===== src/hw/rtl/sab_pkg.sv =====
// Shared constants, codes and controller/datapath interface types for the slab bump allocator.
`timescale 1ns / 1ps

package sab_pkg;

  localparam int unsigned DEF_MAX_SLABS      = 32;
  localparam int unsigned DEF_ALIGN_BYTES    = 256;
  localparam int unsigned DEF_MIN_SLAB_BYTES = 4194304;

  localparam int unsigned REQ_W   = 32;
  localparam int unsigned BYTES_W = 33;
  localparam int unsigned GEN_W   = 32;
  localparam int unsigned SLAB_W  = 5;
  localparam int unsigned STAT_W  = 3;
  localparam int unsigned CFG_IW  = 1;

  localparam logic [BYTES_W-1:0] RESET_MAX_TOTAL = 33'd67108864;

  // Configuration register indexes.
  localparam logic [CFG_IW-1:0] CFG_MAX_TOTAL = 1'd0;
  localparam logic [CFG_IW-1:0] CFG_CAPTURE   = 1'd1;

  // Result status codes.
  localparam logic [STAT_W-1:0] STAT_EXIST    = 3'd0;
  localparam logic [STAT_W-1:0] STAT_NEW      = 3'd1;
  localparam logic [STAT_W-1:0] STAT_CAPTURE  = 3'd2;
  localparam logic [STAT_W-1:0] STAT_CAPACITY = 3'd3;
  localparam logic [STAT_W-1:0] STAT_GEN      = 3'd4;

  // Commands from the controller to the datapath.
  typedef struct packed {
    logic load;
    logic align;
    logic walk;
    logic grow;
    logic gen;
  } sab_cmd_t;

  // Status from the datapath to the controller.
  typedef struct packed {
    logic align_done;
    logic walk_end;
    logic walk_hit;
  } sab_stat_t;

endpackage


===== src/hw/rtl/sab_ctrl.sv =====
// Controller state machine that sequences align, slab walk, growth and generation items.
`timescale 1ns / 1ps

module sab_ctrl (
  input  logic               clk,
  input  logic               rst_n,
  input  logic               start,
  input  logic               in_action,
  input  sab_pkg::sab_stat_t stat,
  output sab_pkg::sab_cmd_t  cmd,
  output logic               busy
);
  import sab_pkg::*;

  localparam logic [2:0] S_IDLE  = 3'd0;
  localparam logic [2:0] S_ALIGN = 3'd1;
  localparam logic [2:0] S_WALK  = 3'd2;
  localparam logic [2:0] S_GROW  = 3'd3;
  localparam logic [2:0] S_GEN   = 3'd4;

  logic [2:0] state_r;
  logic [2:0] state_nxt;

  always_comb begin
    state_nxt = state_r;
    cmd       = '0;
    unique case (state_r)
      S_IDLE: begin
        if (start) begin
          cmd.load  = 1'b1;
          state_nxt = in_action ? S_GEN : S_ALIGN;
        end
      end
      S_ALIGN: begin
        cmd.align = 1'b1;
        if (stat.align_done) begin
          state_nxt = S_WALK;
        end
      end
      S_WALK: begin
        cmd.walk = 1'b1;
        priority if (stat.walk_end) begin
          state_nxt = S_GROW;
        end else if (stat.walk_hit) begin
          state_nxt = S_IDLE;
        end
      end
      S_GROW: begin
        cmd.grow  = 1'b1;
        state_nxt = S_IDLE;
      end
      S_GEN: begin
        cmd.gen   = 1'b1;
        state_nxt = S_IDLE;
      end
      default: begin
        state_nxt = S_IDLE;
      end
    endcase
  end

  always_ff @(posedge clk) begin
    if (!rst_n) begin
      state_r <= S_IDLE;
    end else begin
      state_r <= state_nxt;
    end
  end

  assign busy = (state_r != S_IDLE);

endmodule


===== src/hw/rtl/sab_datapath.sv =====
// Datapath: size rounding, slab size memory, cursor walk, growth checks and result registers.
`timescale 1ns / 1ps

module sab_datapath #(
  parameter int unsigned MAX_SLABS      = sab_pkg::DEF_MAX_SLABS,
  parameter int unsigned MIN_SLAB_BYTES = sab_pkg::DEF_MIN_SLAB_BYTES
) (
  input  logic                                clk,
  input  logic                                rst_n,
  input  sab_pkg::sab_cmd_t                   cmd,
  output sab_pkg::sab_stat_t                  stat,
  input  logic [sab_pkg::REQ_W-1:0]           in_request_bytes,
  input  logic                                cfg_we,
  input  logic [sab_pkg::CFG_IW-1:0]          cfg_index,
  input  logic [sab_pkg::BYTES_W-1:0]         cfg_wdata,
  output logic                                out_valid,
  output logic [sab_pkg::STAT_W-1:0]          out_status,
  output logic                                out_granted,
  output logic [sab_pkg::SLAB_W-1:0]          out_region_slab,
  output logic [sab_pkg::REQ_W-1:0]           out_region_offset,
  output logic [sab_pkg::REQ_W-1:0]           out_region_logical_start,
  output logic [sab_pkg::BYTES_W-1:0]         out_bytes_in_use,
  output logic [sab_pkg::BYTES_W-1:0]         out_peak_bytes,
  output logic [sab_pkg::GEN_W-1:0]           out_generation_number
);
  import sab_pkg::*;

  localparam int unsigned IW = (MAX_SLABS > 1) ? $clog2(MAX_SLABS) : 1;
  localparam int unsigned CW = $clog2(MAX_SLABS + 1);
  localparam logic [BYTES_W-1:0] ALIGN_C = BYTES_W'(DEF_ALIGN_BYTES);
  localparam logic [BYTES_W-1:0] MIN_C   = BYTES_W'(MIN_SLAB_BYTES);
  localparam logic [CW-1:0]      SLABS_C = CW'(MAX_SLABS);

  // Slab size store; only entries below the slab count are ever used.
  logic [BYTES_W-1:0] slab_mem [MAX_SLABS];
  logic [BYTES_W-1:0] rd_q_r;
  logic [IW-1:0]      rd_addr;

  logic [REQ_W-1:0]   req_r;
  logic [BYTES_W-1:0] aligned_r;
  logic [BYTES_W-1:0] aligned_val;
  logic [CW-1:0]      idx_r;
  logic [BYTES_W-1:0] base_r;

  logic [CW-1:0]      count_r;
  logic [BYTES_W-1:0] cursor_r;
  logic [BYTES_W-1:0] total_r;
  logic [GEN_W-1:0]   gen_r;
  logic [BYTES_W-1:0] hw_r;
  logic [BYTES_W-1:0] max_total_r;
  logic               capture_r;

  logic [BYTES_W:0]   end_sum;
  logic [BYTES_W:0]   cur_plus;
  logic               cur_lt;
  logic               walk_end;
  logic               walk_hit;
  logic [BYTES_W-1:0] new_cursor;
  logic [BYTES_W-1:0] hw_nxt;
  logic [BYTES_W-1:0] new_size;
  logic [BYTES_W:0]   grow_sum;
  logic               cap_fail;

  // The alignment is a power of two, so rounding up is an add and a mask.
  assign aligned_val = ({1'b0, req_r} + (ALIGN_C - BYTES_W'(1))) &
                       ~(ALIGN_C - BYTES_W'(1));
  assign stat.align_done = 1'b1;

  // One slab per cycle: the read data for the current index is already registered.
  assign walk_end   = (idx_r >= count_r);
  assign end_sum    = {1'b0, base_r} + {1'b0, rd_q_r};
  assign cur_plus   = {1'b0, cursor_r} + {1'b0, aligned_r};
  assign cur_lt     = ({1'b0, cursor_r} < end_sum);
  assign walk_hit   = !walk_end && cur_lt && (cur_plus <= end_sum);
  assign new_cursor = cur_plus[BYTES_W-1:0];
  assign hw_nxt     = (new_cursor > hw_r) ? new_cursor : hw_r;

  assign stat.walk_end = walk_end;
  assign stat.walk_hit = walk_hit;

  assign new_size = (aligned_r > MIN_C) ? aligned_r : MIN_C;
  assign grow_sum = {1'b0, total_r} + {1'b0, new_size};
  assign cap_fail = (total_r >= max_total_r) || (grow_sum > {1'b0, max_total_r}) ||
                    (count_r >= SLABS_C);

  assign rd_addr = (cmd.walk && !walk_end && !walk_hit) ?
                   IW'(idx_r + CW'(1)) : idx_r[IW-1:0];

  always_ff @(posedge clk) begin
    rd_q_r <= slab_mem[rd_addr];
    if (cmd.grow && !capture_r && !cap_fail) begin
      slab_mem[count_r[IW-1:0]] <= new_size;
    end
  end

  // Per-item working registers.
  always_ff @(posedge clk) begin
    if (cmd.load) begin
      req_r  <= in_request_bytes;
      idx_r  <= '0;
      base_r <= '0;
    end else if (cmd.align) begin
      aligned_r <= aligned_val;
    end else if (cmd.walk && !walk_end && !walk_hit) begin
      idx_r  <= idx_r + CW'(1);
      base_r <= end_sum[BYTES_W-1:0];
    end
  end

  // Allocator state and configuration.
  always_ff @(posedge clk) begin
    if (!rst_n) begin
      count_r     <= '0;
      cursor_r    <= '0;
      total_r     <= '0;
      gen_r       <= '0;
      hw_r        <= '0;
      max_total_r <= RESET_MAX_TOTAL;
      capture_r   <= 1'b0;
    end else begin
      if (cfg_we) begin
        unique case (cfg_index)
          CFG_MAX_TOTAL: max_total_r <= cfg_wdata;
          CFG_CAPTURE:   capture_r   <= cfg_wdata[0];
          default: ;
        endcase
      end
      if (cmd.gen) begin
        gen_r    <= gen_r + GEN_W'(1);
        cursor_r <= '0;
      end else if (cmd.walk && !walk_end) begin
        if (walk_hit) begin
          cursor_r <= new_cursor;
          hw_r     <= hw_nxt;
        end else if (cur_lt) begin
          // The rest of this slab is abandoned.
          cursor_r <= end_sum[BYTES_W-1:0];
        end
      end else if (cmd.grow && !capture_r && !cap_fail) begin
        count_r  <= count_r + CW'(1);
        total_r  <= grow_sum[BYTES_W-1:0];
        cursor_r <= new_cursor;
        hw_r     <= hw_nxt;
      end
    end
  end

  // Result registers.
  always_ff @(posedge clk) begin
    if (!rst_n) begin
      out_valid <= 1'b0;
    end else begin
      out_valid <= cmd.gen || (cmd.walk && walk_hit) || cmd.grow;
    end
  end

  always_ff @(posedge clk) begin
    if (cmd.gen) begin
      out_status               <= STAT_GEN;
      out_granted              <= 1'b0;
      out_region_slab          <= '0;
      out_region_offset        <= '0;
      out_region_logical_start <= '0;
      out_bytes_in_use         <= '0;
      out_peak_bytes           <= hw_r;
      out_generation_number    <= gen_r + GEN_W'(1);
    end else if (cmd.walk && walk_hit) begin
      out_status               <= STAT_EXIST;
      out_granted              <= 1'b1;
      out_region_slab          <= SLAB_W'(idx_r[IW-1:0]);
      out_region_offset        <= REQ_W'(cursor_r - base_r);
      out_region_logical_start <= cursor_r[REQ_W-1:0];
      out_bytes_in_use         <= new_cursor;
      out_peak_bytes           <= hw_nxt;
      out_generation_number    <= gen_r;
    end else if (cmd.grow) begin
      out_region_offset     <= '0;
      out_generation_number <= gen_r;
      if (capture_r || cap_fail) begin
        out_status               <= capture_r ? STAT_CAPTURE : STAT_CAPACITY;
        out_granted              <= 1'b0;
        out_region_slab          <= '0;
        out_region_logical_start <= '0;
        out_bytes_in_use         <= cursor_r;
        out_peak_bytes           <= hw_r;
      end else begin
        out_status               <= STAT_NEW;
        out_granted              <= 1'b1;
        out_region_slab          <= SLAB_W'(count_r[IW-1:0]);
        out_region_logical_start <= cursor_r[REQ_W-1:0];
        out_bytes_in_use         <= new_cursor;
        out_peak_bytes           <= hw_nxt;
      end
    end
  end

endmodule


===== src/hw/rtl/slab_arena_bump_allocator.sv =====
// Top level of the slab bump allocator: controller, datapath and interface checks.
`timescale 1ns / 1ps
// Usage:
// A command is taken at a clock edge where start is high and busy is low; in_action
// selects a reserve (0) or a new generation (1), in_request_bytes is the reserve size.
// Exactly one result follows each command; it is shown for one cycle with out_valid
// high and must be taken then, since the receiver cannot hold results off.
// A reserve rounds its size up to the fixed power-of-two alignment, then walks the
// slab size memory one slab per cycle from the first slab, stopping at the first
// slab that fits; at the end of the walk it grows a new slab if no slab fits.
// The slab walk sets how long a reserve takes.
// One command is in flight at a time; busy drops in the cycle its result is shown,
// so the next command can be taken there.
// Configuration writes (cfg_we, cfg_index, cfg_wdata) take effect at once and must be
// made while the block is idle; the block does not enforce this. Reset (rst_n low,
// synchronous) clears slab count, cursor, total, peak and generation count, restores
// register defaults; slab sizes need no clearing: only those below the count are used.
module slab_arena_bump_allocator #(
  parameter int unsigned MAX_SLABS      = sab_pkg::DEF_MAX_SLABS,
  parameter int unsigned MIN_SLAB_BYTES = sab_pkg::DEF_MIN_SLAB_BYTES
) (
  input  logic                        clk,
  input  logic                        rst_n,
  input  logic                        start,
  output logic                        busy,
  input  logic                        in_action,
  input  logic [sab_pkg::REQ_W-1:0]   in_request_bytes,
  input  logic                        cfg_we,
  input  logic [sab_pkg::CFG_IW-1:0]  cfg_index,
  input  logic [sab_pkg::BYTES_W-1:0] cfg_wdata,
  output logic                        out_valid,
  output logic [sab_pkg::STAT_W-1:0]  out_status,
  output logic                        out_granted,
  output logic [sab_pkg::SLAB_W-1:0]  out_region_slab,
  output logic [sab_pkg::REQ_W-1:0]   out_region_offset,
  output logic [sab_pkg::REQ_W-1:0]   out_region_logical_start,
  output logic [sab_pkg::BYTES_W-1:0] out_bytes_in_use,
  output logic [sab_pkg::BYTES_W-1:0] out_peak_bytes,
  output logic [sab_pkg::GEN_W-1:0]   out_generation_number
);
  import sab_pkg::*;

  sab_cmd_t  cmd;
  sab_stat_t stat;

  sab_ctrl u_ctrl (
    .clk       (clk),
    .rst_n     (rst_n),
    .start     (start),
    .in_action (in_action),
    .stat      (stat),
    .cmd       (cmd),
    .busy      (busy)
  );

  sab_datapath #(
    .MAX_SLABS      (MAX_SLABS),
    .MIN_SLAB_BYTES (MIN_SLAB_BYTES)
  ) u_dp (
    .clk                      (clk),
    .rst_n                    (rst_n),
    .cmd                      (cmd),
    .stat                     (stat),
    .in_request_bytes         (in_request_bytes),
    .cfg_we                   (cfg_we),
    .cfg_index                (cfg_index),
    .cfg_wdata                (cfg_wdata),
    .out_valid                (out_valid),
    .out_status               (out_status),
    .out_granted              (out_granted),
    .out_region_slab          (out_region_slab),
    .out_region_offset        (out_region_offset),
    .out_region_logical_start (out_region_logical_start),
    .out_bytes_in_use         (out_bytes_in_use),
    .out_peak_bytes           (out_peak_bytes),
    .out_generation_number    (out_generation_number)
  );

  // A result always ends its command, so the block is idle while it is shown.
  a_result_ends_cmd: assert property (@(posedge clk) disable iff (!rst_n)
    out_valid |-> !busy)
    else $error("result shown while a command is still in flight");

  // A new-generation command returns its result through the controller state register and then the result register.
  a_gen_latency: assert property (@(posedge clk) disable iff (!rst_n)
    (start && !busy && in_action) |-> ##2 (out_valid && (out_status == STAT_GEN)))
    else $error("generation result missing");

  // Grants carry only grant codes.
  a_grant_status: assert property (@(posedge clk) disable iff (!rst_n)
    (out_valid && out_granted) |->
      ((out_status == STAT_EXIST) || (out_status == STAT_NEW)))
    else $error("grant with a refusal status");

  // The peak never lags the cursor reported at a grant.
  a_peak_covers: assert property (@(posedge clk) disable iff (!rst_n)
    (out_valid && out_granted) |-> (out_peak_bytes >= out_bytes_in_use))
    else $error("peak below cursor after a grant");

endmodule

===== config.mk =====
export PLATFORM = sky130hd
export DESIGN_NAME = slab_arena_bump_allocator
export DESIGN_NICKNAME = d
export VERILOG_FILES = /design/src/hw/rtl/sab_pkg.sv /design/src/hw/rtl/sab_ctrl.sv /design/src/hw/rtl/sab_datapath.sv /design/src/hw/rtl/slab_arena_bump_allocator.sv
export SDC_FILE = /design/constraint.sdc
export NUM_CORES = 2
export LEC_CHECK = 0
export BUFFER_PORTS_ARGS = -buffer_cell sky130_fd_sc_hd__clkbuf_2
export CAP_MARGIN = 5
export CORE_AREA = 2 2 320 402
export CTS_CLUSTER_DIAMETER = 200
export CTS_CLUSTER_SIZE = 14
export DETAILED_ROUTE_END_ITERATION = 16
export DIE_AREA = 0 0 322 404
export GPL_TIMING_DRIVEN = 0
export PLACE_DENSITY = 0.66
export SLEW_MARGIN = 20
export SYNTH_ARGS = -nofsm -noshare
export SYNTH_HDL_FRONTEND = slang
export SYNTH_SLANG_ARGS = --single-unit
export TNS_END_PERCENT = 100

===== constraint.sdc =====
create_clock -name clk -period 8.1 [get_ports clk]
set_input_delay 0.81 -clock clk [delete_from_list [all_inputs] [get_ports clk]]
set_output_delay 0.81 -clock clk [all_outputs]
set_load 0.1 [all_outputs]

# --- Word level (Yosys, flattened, before mapping) ---
# Memories as Yosys holds them, arrays and structs flattened. A register that Yosys moved wholly into a read port is not among the register bits.
# Index checks and enable logic that the tools add are counted.
op_classes:
  add_sub_neg: 8
  div: 0
  n_eq_ne: 8
  shift: 0
  n_bitwise: 6
  muxes: 48
  n_reduce_logical: 31
  n_mul: 0
  magnitude_cmp: 8
op_table:
  columns: ["op", "n"]
  rows:
  - ["two-way mux 33 bit", 16]
  - ["two-way mux 32 bit", 8]
  - ["adder 33 x 33 -> 34 bit", 3]
  - ["greater-than comparator 34 x 33 -> 1 bit", 1]
  - ["less-or-equal comparator 34 bit", 1]
  - ["< comparator 33 x 34 -> 1 bit", 1]
  - ["adder 32 x 8 -> 33 bit (second input constant)", 1]
  - ["greater-or-equal comparator 33 bit", 1]
  - ["greater-than comparator 33 x 23 -> 1 bit (second input constant)", 1]
  - ["greater-than comparator 33 bit", 1]
  - ["adder 32 x 1 -> 32 bit (second input constant)", 1]
  - ["subtractor 32 bit", 1]
  - ["two-way mux 3 bit", 7]
  - ["two-way mux 5 bit", 4]
  - ["adder 6 x 1 -> 6 bit (second input constant)", 2]
  - ["two-way mux 1 bit", 12]
  - ["AND reduction 2 bit", 6]
  - ["case mux 3 bit (3 select lines)", 1]
  - ["logical AND 1 bit", 7]
  - ["== test 3 x 2 -> 1 bit (second input constant)", 2]
  - ["greater-or-equal comparator 6 bit", 1]
  - ["greater-or-equal comparator 6 bit (second input constant)", 1]
  - ["!= test 3 x 1 -> 1 bit (second input constant)", 2]
  - ["NOT 1 bit", 6]
  - ["other kinds (11)", 22]
word_totals:
  ram_bits: 1056
  in_bits: 71
  reg_bits: 442
  rom_bits: 0
  latchBits: 0
  n_memories: 1
  output_inout_bits: 173
memory_table:
  columns: ["name", "words", "word_bits", "rd", "rd_clocked_by_memory_dff", "wr", "line_no", "source"]
  rows:
  - ["u_dp.slab_mem", 32, 33, 1, 1, 1, "sab_datapath.sv:35", "logic [BYTES_W-1:0] slab_mem [MAX_SLABS];"]

# --- Depth between registers and ports, before layout ---
depth:
  word_depth: 11
  depth_mapped: 31

# --- Cells and area by module ---
# From an unflattened synthesis, not the netlist that was laid out.
unflattened:
  hier_cells: 4296
  area_unflattened_um2: 53998.0
modules_own_cells:
  columns: ["mod", "cells_each", "area_each_um2", "instances"]
  rows:
  - ["sab_datapath", 4271, 53795.3, 1]
  - ["sab_ctrl", 25, 202.7, 1]

# --- Worst setup path after synthesis ---
# OpenSTA, ideal clock, no wires.
synth_timing:
  path_kind: "register to register"
  from: "register u_dp.aligned_r[9]"
  to: "memory u_dp.slab_mem[29][10] (enable)"
  path_slack_ps: 493
  required_time_ps: 7693
  stages_incl_launch_ff: 29
  path_buffers: 3
  period_less_slack_ps: 7607
  t_arrival_ps: 7200
  cell_sequence: "edfxtp_1 -> nor4_1 -> nand4_1 -> a21oi_1 -> clkbuf_1 -> nor2b_1 -> ha_1 -> o311a_1 -> and3_1 -> a21bo_2 -> o31ai_1 -> o21ai_1 -> a21o_1 -> or4_1 -> o311ai_0 -> xnor2_1 -> ha_1 -> nand3_1 -> nor3_1 -> nand3_1 -> nor2_1 -> nor2_1 -> nor3_1 -> o211ai_1 -> a211oi_1 -> buf_2 -> buf_1 -> nand2_1 -> nor2_1"
synth_between:
  elab_chain_cells: 10
synth_lines:
  columns: ["item", "line_no", "source"]
  rows:
  - ["start: declaration", "sab_datapath.sv:40", "logic [BYTES_W-1:0] aligned_r;"]
  - ["start signal: assignment", "sab_datapath.sv:103", "aligned_r <= aligned_val;"]
  - ["greater-than comparator 33 x 23 -> 1 bit", "sab_datapath.sv:81", "assign new_size = (aligned_r > MIN_C) ? aligned_r : MIN_C;"]
  - ["two-way mux 33 bit", "sab_datapath.sv:81", null]
  - ["via u_dp.new_size[12]", "sab_datapath.sv:60", "logic [BYTES_W-1:0] new_size;"]
  - ["adder 33 x 33 -> 34 bit", "sab_datapath.sv:82", "assign grow_sum = {1'b0, total_r} + {1'b0, new_size};"]
  - ["via u_dp.grow_sum[31]", "sab_datapath.sv:61", "logic [BYTES_W:0] grow_sum;"]
  - ["greater-than comparator 34 x 33 -> 1 bit", "sab_datapath.sv:83", "assign cap_fail = (total_r >= max_total_r) || (grow_sum > {1'b0, max_total_r}) ||"]
  - ["logical OR 1 bit (2 in a row)", "sab_datapath.sv:83", null]
  - ["zero test 1 bit", "sab_datapath.sv:91", "if (cmd.grow && !capture_r && !cap_fail) begin"]
  - ["logical AND 1 bit", "sab_datapath.sv:91", null]
  - ["two-way mux 1 bit", "sab_datapath.sv:91", null]
  - ["two-way mux 1 bit (implied by the code)", "sab_datapath.sv:92", "slab_mem[count_r[IW-1:0]] <= new_size;"]
  - ["end: declaration", "sab_datapath.sv:35", null]
# The timed path passes the listed nets, and every way through them passes these cells.

# --- Worst setup path in the final report ---
layout_timing:
  from: "register u_dp.cursor_r[9]"
  to: "register u_dp.rd_q_r[19], read port of u_dp.slab_mem"
layout_between:
  elab_chain_cells: 6
  elab_cells_between_ends: 8
  classes_between: "add/sub (1); order compare (2); mux (1); reduce/logical (4)"
layout_lines:
  columns: ["item", "line_no", "source"]
  rows:
  - ["start: declaration", "sab_datapath.sv:46", "logic [BYTES_W-1:0] cursor_r;"]
  - ["start signal: assignment", "sab_datapath.sv:133", "cursor_r <= new_cursor;"]
  - ["start signal: assignment", "sab_datapath.sv:137", "cursor_r <= end_sum[BYTES_W-1:0];"]
  - ["start signal: assignment", "sab_datapath.sv:142", "cursor_r <= new_cursor;"]
  - ["adder 33 x 33 -> 34 bit / < comparator 33 x 34 -> 1 bit (equally long branches)", "sab_datapath.sv:72, sab_datapath.sv:73", null]
  - ["less-or-equal comparator 34 bit / logical AND 1 bit (equally long branches)", "sab_datapath.sv:74", "assign walk_hit = !walk_end && cur_lt && (cur_plus <= end_sum);"]
  - ["logical AND 1 bit *", "sab_datapath.sv:74", null]
  - ["zero test 1 bit *", "sab_datapath.sv:86", "assign rd_addr = (cmd.walk && !walk_end && !walk_hit) ?"]
  - ["logical AND 1 bit *", "sab_datapath.sv:86", null]
  - ["two-way mux 5 bit *", "sab_datapath.sv:86", null]
  - ["end: declaration", "sab_datapath.sv:36", "logic [BYTES_W-1:0] rd_q_r;"]
# Every way passes the cells marked *; elsewhere a longest branch is shown, timed or not.
# A chain may end at the register's enable or synchronous reset.

==> impl_metrics.csv <==
group,metric,value,unit
pwr,finalPower,12.3,mW
clock_network,cts.path.max_buffers,3,
synthesis,yosysSeqAreaShare,59.6,%
timing,finalHoldViolCount,0,
timing,relSlewSlack,22.6,%
floorplanning,die_area,130000,um2
run_status,outcome,"finished clean",
global_routing,grt_max_degree,42,
global_routing,grt_overflow,0,
critical_path,cp.arrival,8.60,ns
synthesis,syn_area_per_cell,13.0,um2
timing,final.setup.tns,0,ns
synthesis,yosys_register_bits,1221,
synthesis,ys_async_sr_fraction,0,%
critical_path,critPathCaptureType,"flop",
layout,drive_gt1_share,18.1,%
critical_path,cp_max_fo,10,
pwr,pwr-share-clk,35.9,%
synthesis,yosys.area_share.adder,5.36,%
clock_network,cts_tree,"done",
timing,finalCritPeriodShare,98.9,%
timing,fmax,125,MHz
clock_network,numCtsBuffers,97,
timing,final-max-slew-violation-count,0,
floorplanning,initial_core_util,44.8,%
drt,vias,38600,
synthesis,synth.most_common_cell,"edfxtp_1",
synthesis,yosys_warnings,0,
timing,min_period,8.01,ns
global_routing,grt_pass1_wl,245000,um
critical_path,critical_path.most_common_cell,"buf_4",
layout,syn_to_final_growth,15.2,%
critical_path,crit_slowest_cell,"dfxtp_1",
timing,setup_viol,0,
placement,port_buffers,235,
synthesis,synthCells,4338,
critical_path,critPathKind,"reg -> reg",
layout,fin_cells,6458,
critical_path,cp-start-kind,"flop",
synthesis,synth_top_family_by_area,"compound AO/OA/AOI/OAI gates",
floorplanning,die_x,322,um
timing,holdWs,0.267,ns
clock_network,cts_max_level,3,
synthesis,muxShareOfSynthArea,8.50,%
drt,ant_nets,0,
synthesis,synth_area_leaders,"edfxtp_1 (49%), dfxtp_1 (11%), mux4_2 (5.3%)",
timing,worst_clock_skew,0.0425,ns
synthesis,post_synth_and_or_nand_nor_area_fraction,8.37,%
synthesis,synth_flop_cell,"edfxtp_1",
global_routing,track_usage,25.6,%
pwr,internal_power,9.29,mW
floorplanning,die_h,404,um
global_routing,antenna_found_initial,2,
drt,wl,169000,um
timing,rsz0062_at_grt,"true",
floorplanning,core,126000,um2
pwr,power.leakage,23.1,nW
pwr,p_sw_share,24.7,%
clock_network,clock_latency,0.72,ns
floorplanning,ios,244,
drt,first_iter_violations,3757,
drt,drtPass1Iterations,6,
clock_network,path_clk_slew,0.08,ns
layout,fin_util,51.6,%
critical_path,required,8.69,ns
synthesis,yosysUniqueCellTypes,83,
synthesis,synth_top_area_share,49.0,%
synthesis,synth_compound_area_share,12.2,%
clock_network,cts.sinks,1221,
placement,place_congestion,0.931,
min_path,hold_class,"in -> reg",
critical_path,critical_path.max_stage_delay,0.56,ns
drt,routed_via_density,5.97,
layout,nets,5102,
timing,worst_pin_slew,1.15,ns
placement,dp.cells,6267,
pwr,ir_drop,185,uV
synthesis,synth_common_cells,"edfxtp_1 (922), dfxtp_1 (299), a21oi_1 (264), ha_1 (237), nand2_1 (217)",
drt,route.detailed.drc,0,
synthesis,synthXorXnorAreaFrac,2.26,%
pwr,combPwrFrac,8.5,%
job,maxCapViolCount,0,
pwr,pwr-share-seq,55.6,%
clock_network,cts-root-buf,"clkbuf_16",
global_routing,grt_pass1_vias,38100,
pwr,powerDensity,190,nW/um2
clock_network,ctsHoldBuffers,0,
pwr,switchingPower,3.05,mW
layout,fillers,10600,
synthesis,yosys.area.top_type,"edfxtp_1",
floorplanning,row_count,146,
placement,hpwl,125000,um
drt,wl_per_cell,26.1,um
synthesis,synth_area,56500,um2
synthesis,synth_edf_count,922,
-- cell families (layout without fill, tap and decap cells) --
family                   count (synthesis)  after routing
XOR/XNOR                               145            145
buffers and inverters                  481            965
adder cells (fa/ha/maj)                240            240
multiplexers                           310            310
flip-flops                            1221           1221
AND/OR/NAND/NOR                        932            932
other                                    1              9
AO/OA/AOI/OAI                         1008           1008
-- layer usage --
layer	up-vias	part of all wire (%)	wire length (um)	GRT usage (%)
met2	1678	50	84100	44.9
li1	17400	-	-	-
met3	392	6.9	11600	3.40
met1	19100	37	62600	30.1
met4	2	6.2	10400	14.6
met5	-	0.0077	13	0
-- critical path: cells and delay by family (launching register included) --
family,cells,cell delay [ns]
AO/OA/AOI/OAI,13,2.87
AND/OR/NAND/NOR,9,2.60
adder cells (fa/ha/maj),2,0.50
flip-flops,1,0.56
buffers and inverters,6,1.30
-- layout make-up --
class                           count  area [um2]  share of cell area (%)
Sequential cell                  1221       33700                    51.8
Multi-Input combinational cell   2643       21600                    33.3
Timing Repair Buffer              347        2860                    4.39
Clock buffer                      132        2620                    4.03
Tap cell                         1628        2040                    3.13
Buffer                            273        1340                    2.06
Inverter                          208         783                    1.20
Clock inverter                      5        85.1                   0.131
Antenna cell                        1        2.50                 0.00385
-- per-stage QoR --
| stage | worst slack [ns] | area, um2 |
|---|---|---|
| after floorplan | 0.493 | 56500 |
| after global placement | -4.13 | 59700 |
| after detailed placement | -1.81 | 61400 |
| after CTS | 0.000212 | 64600 |
| after global routing | -0.156 | 65000 |
| final | 0.0878 | 65000 |
-- power groups by stage --
stage | clock network (mW) | registers, mW | logic [mW]
after global placement | 0 | 7.01 | 1.00
after global routing | 4.70 | 6.87 | 1.11
final | 4.43 | 6.87 | 1.05
after floorplan | 0 | 7.38 | 0.361
after CTS | 4.50 | 6.86 | 1.05
after detailed placement | 0 | 7.00 | 1.04
-- what timing repair did --
action,4_1_cts,5_1_grt
pin swaps,24,24
resized for setup,60,65
endpoints found under the setup margin,1054,958
gates cloned,0,0
setup buffers,28,25
-- final timing paths --
check / start / to / slack [ns] / cells past startpoint
worst min-delay path: in_request_bytes[10] / u_dp.req_r[10]$_DFFE_PP_ / 0.27 / 1
worst max register to register: u_dp.cursor_r[9]$_SDFFE_PP0P_ / u_dp.rd_q_r[19]$_DFF_P_ / 0.09 / 30
worst max-delay path: u_dp.cursor_r[9]$_SDFFE_PP0P_ / u_dp.rd_q_r[19]$_DFF_P_ / 0.09 / 30
worst min register to register: u_dp.out_status[2]$_SDFFE_PP1P_ / u_dp.out_status[2]$_SDFFE_PP1P_ / 0.45 / 2
-- placed cells by master (no fill, tap or decap), types with 32 or more instances in the layout --
cell type,n
edfxtp_1,922
dfxtp_1,299
clkbuf_2,263
a21oi_1,260
ha_1,237
nand2_1,213
inv_1,206
a211oi_1,184
clkbuf_1,179
nor2_1,160
mux2i_1,152
nor2b_1,139
mux4_2,133
xnor2_1,105
o21ai_0,103
clkbuf_16,100
buf_4,93
nand3_1,90
a21o_1,68
nor3_1,53
and2_1,49
a221oi_1,48
nand4_1,47
buf_12,43
a2111oi_0,42
buf_2,40
xor2_1,37
a21boi_0,37
a22o_1,36
nor2_4,32
-- state kept, by name, indices dropped and copies added, names as in the netlist, 6 cells and up --
signal and cells:
u_dp.aligned_r 25, u_dp.base_r 25, u_dp.count_r 6, u_dp.cursor_r 25
u_dp.gen_r 32, u_dp.hw_r 33, u_dp.idx_r 6, u_dp.max_total_r 33
u_dp.out_bytes_in_use 25, u_dp.out_generation_number 32, u_dp.out_peak_bytes 33, u_dp.out_region_logical_start 25
u_dp.out_region_offset 25, u_dp.rd_q_r 25, u_dp.req_r 32, u_dp.slab_mem 800
u_dp.total_r 25
Power figures use the tool's default switching activity.
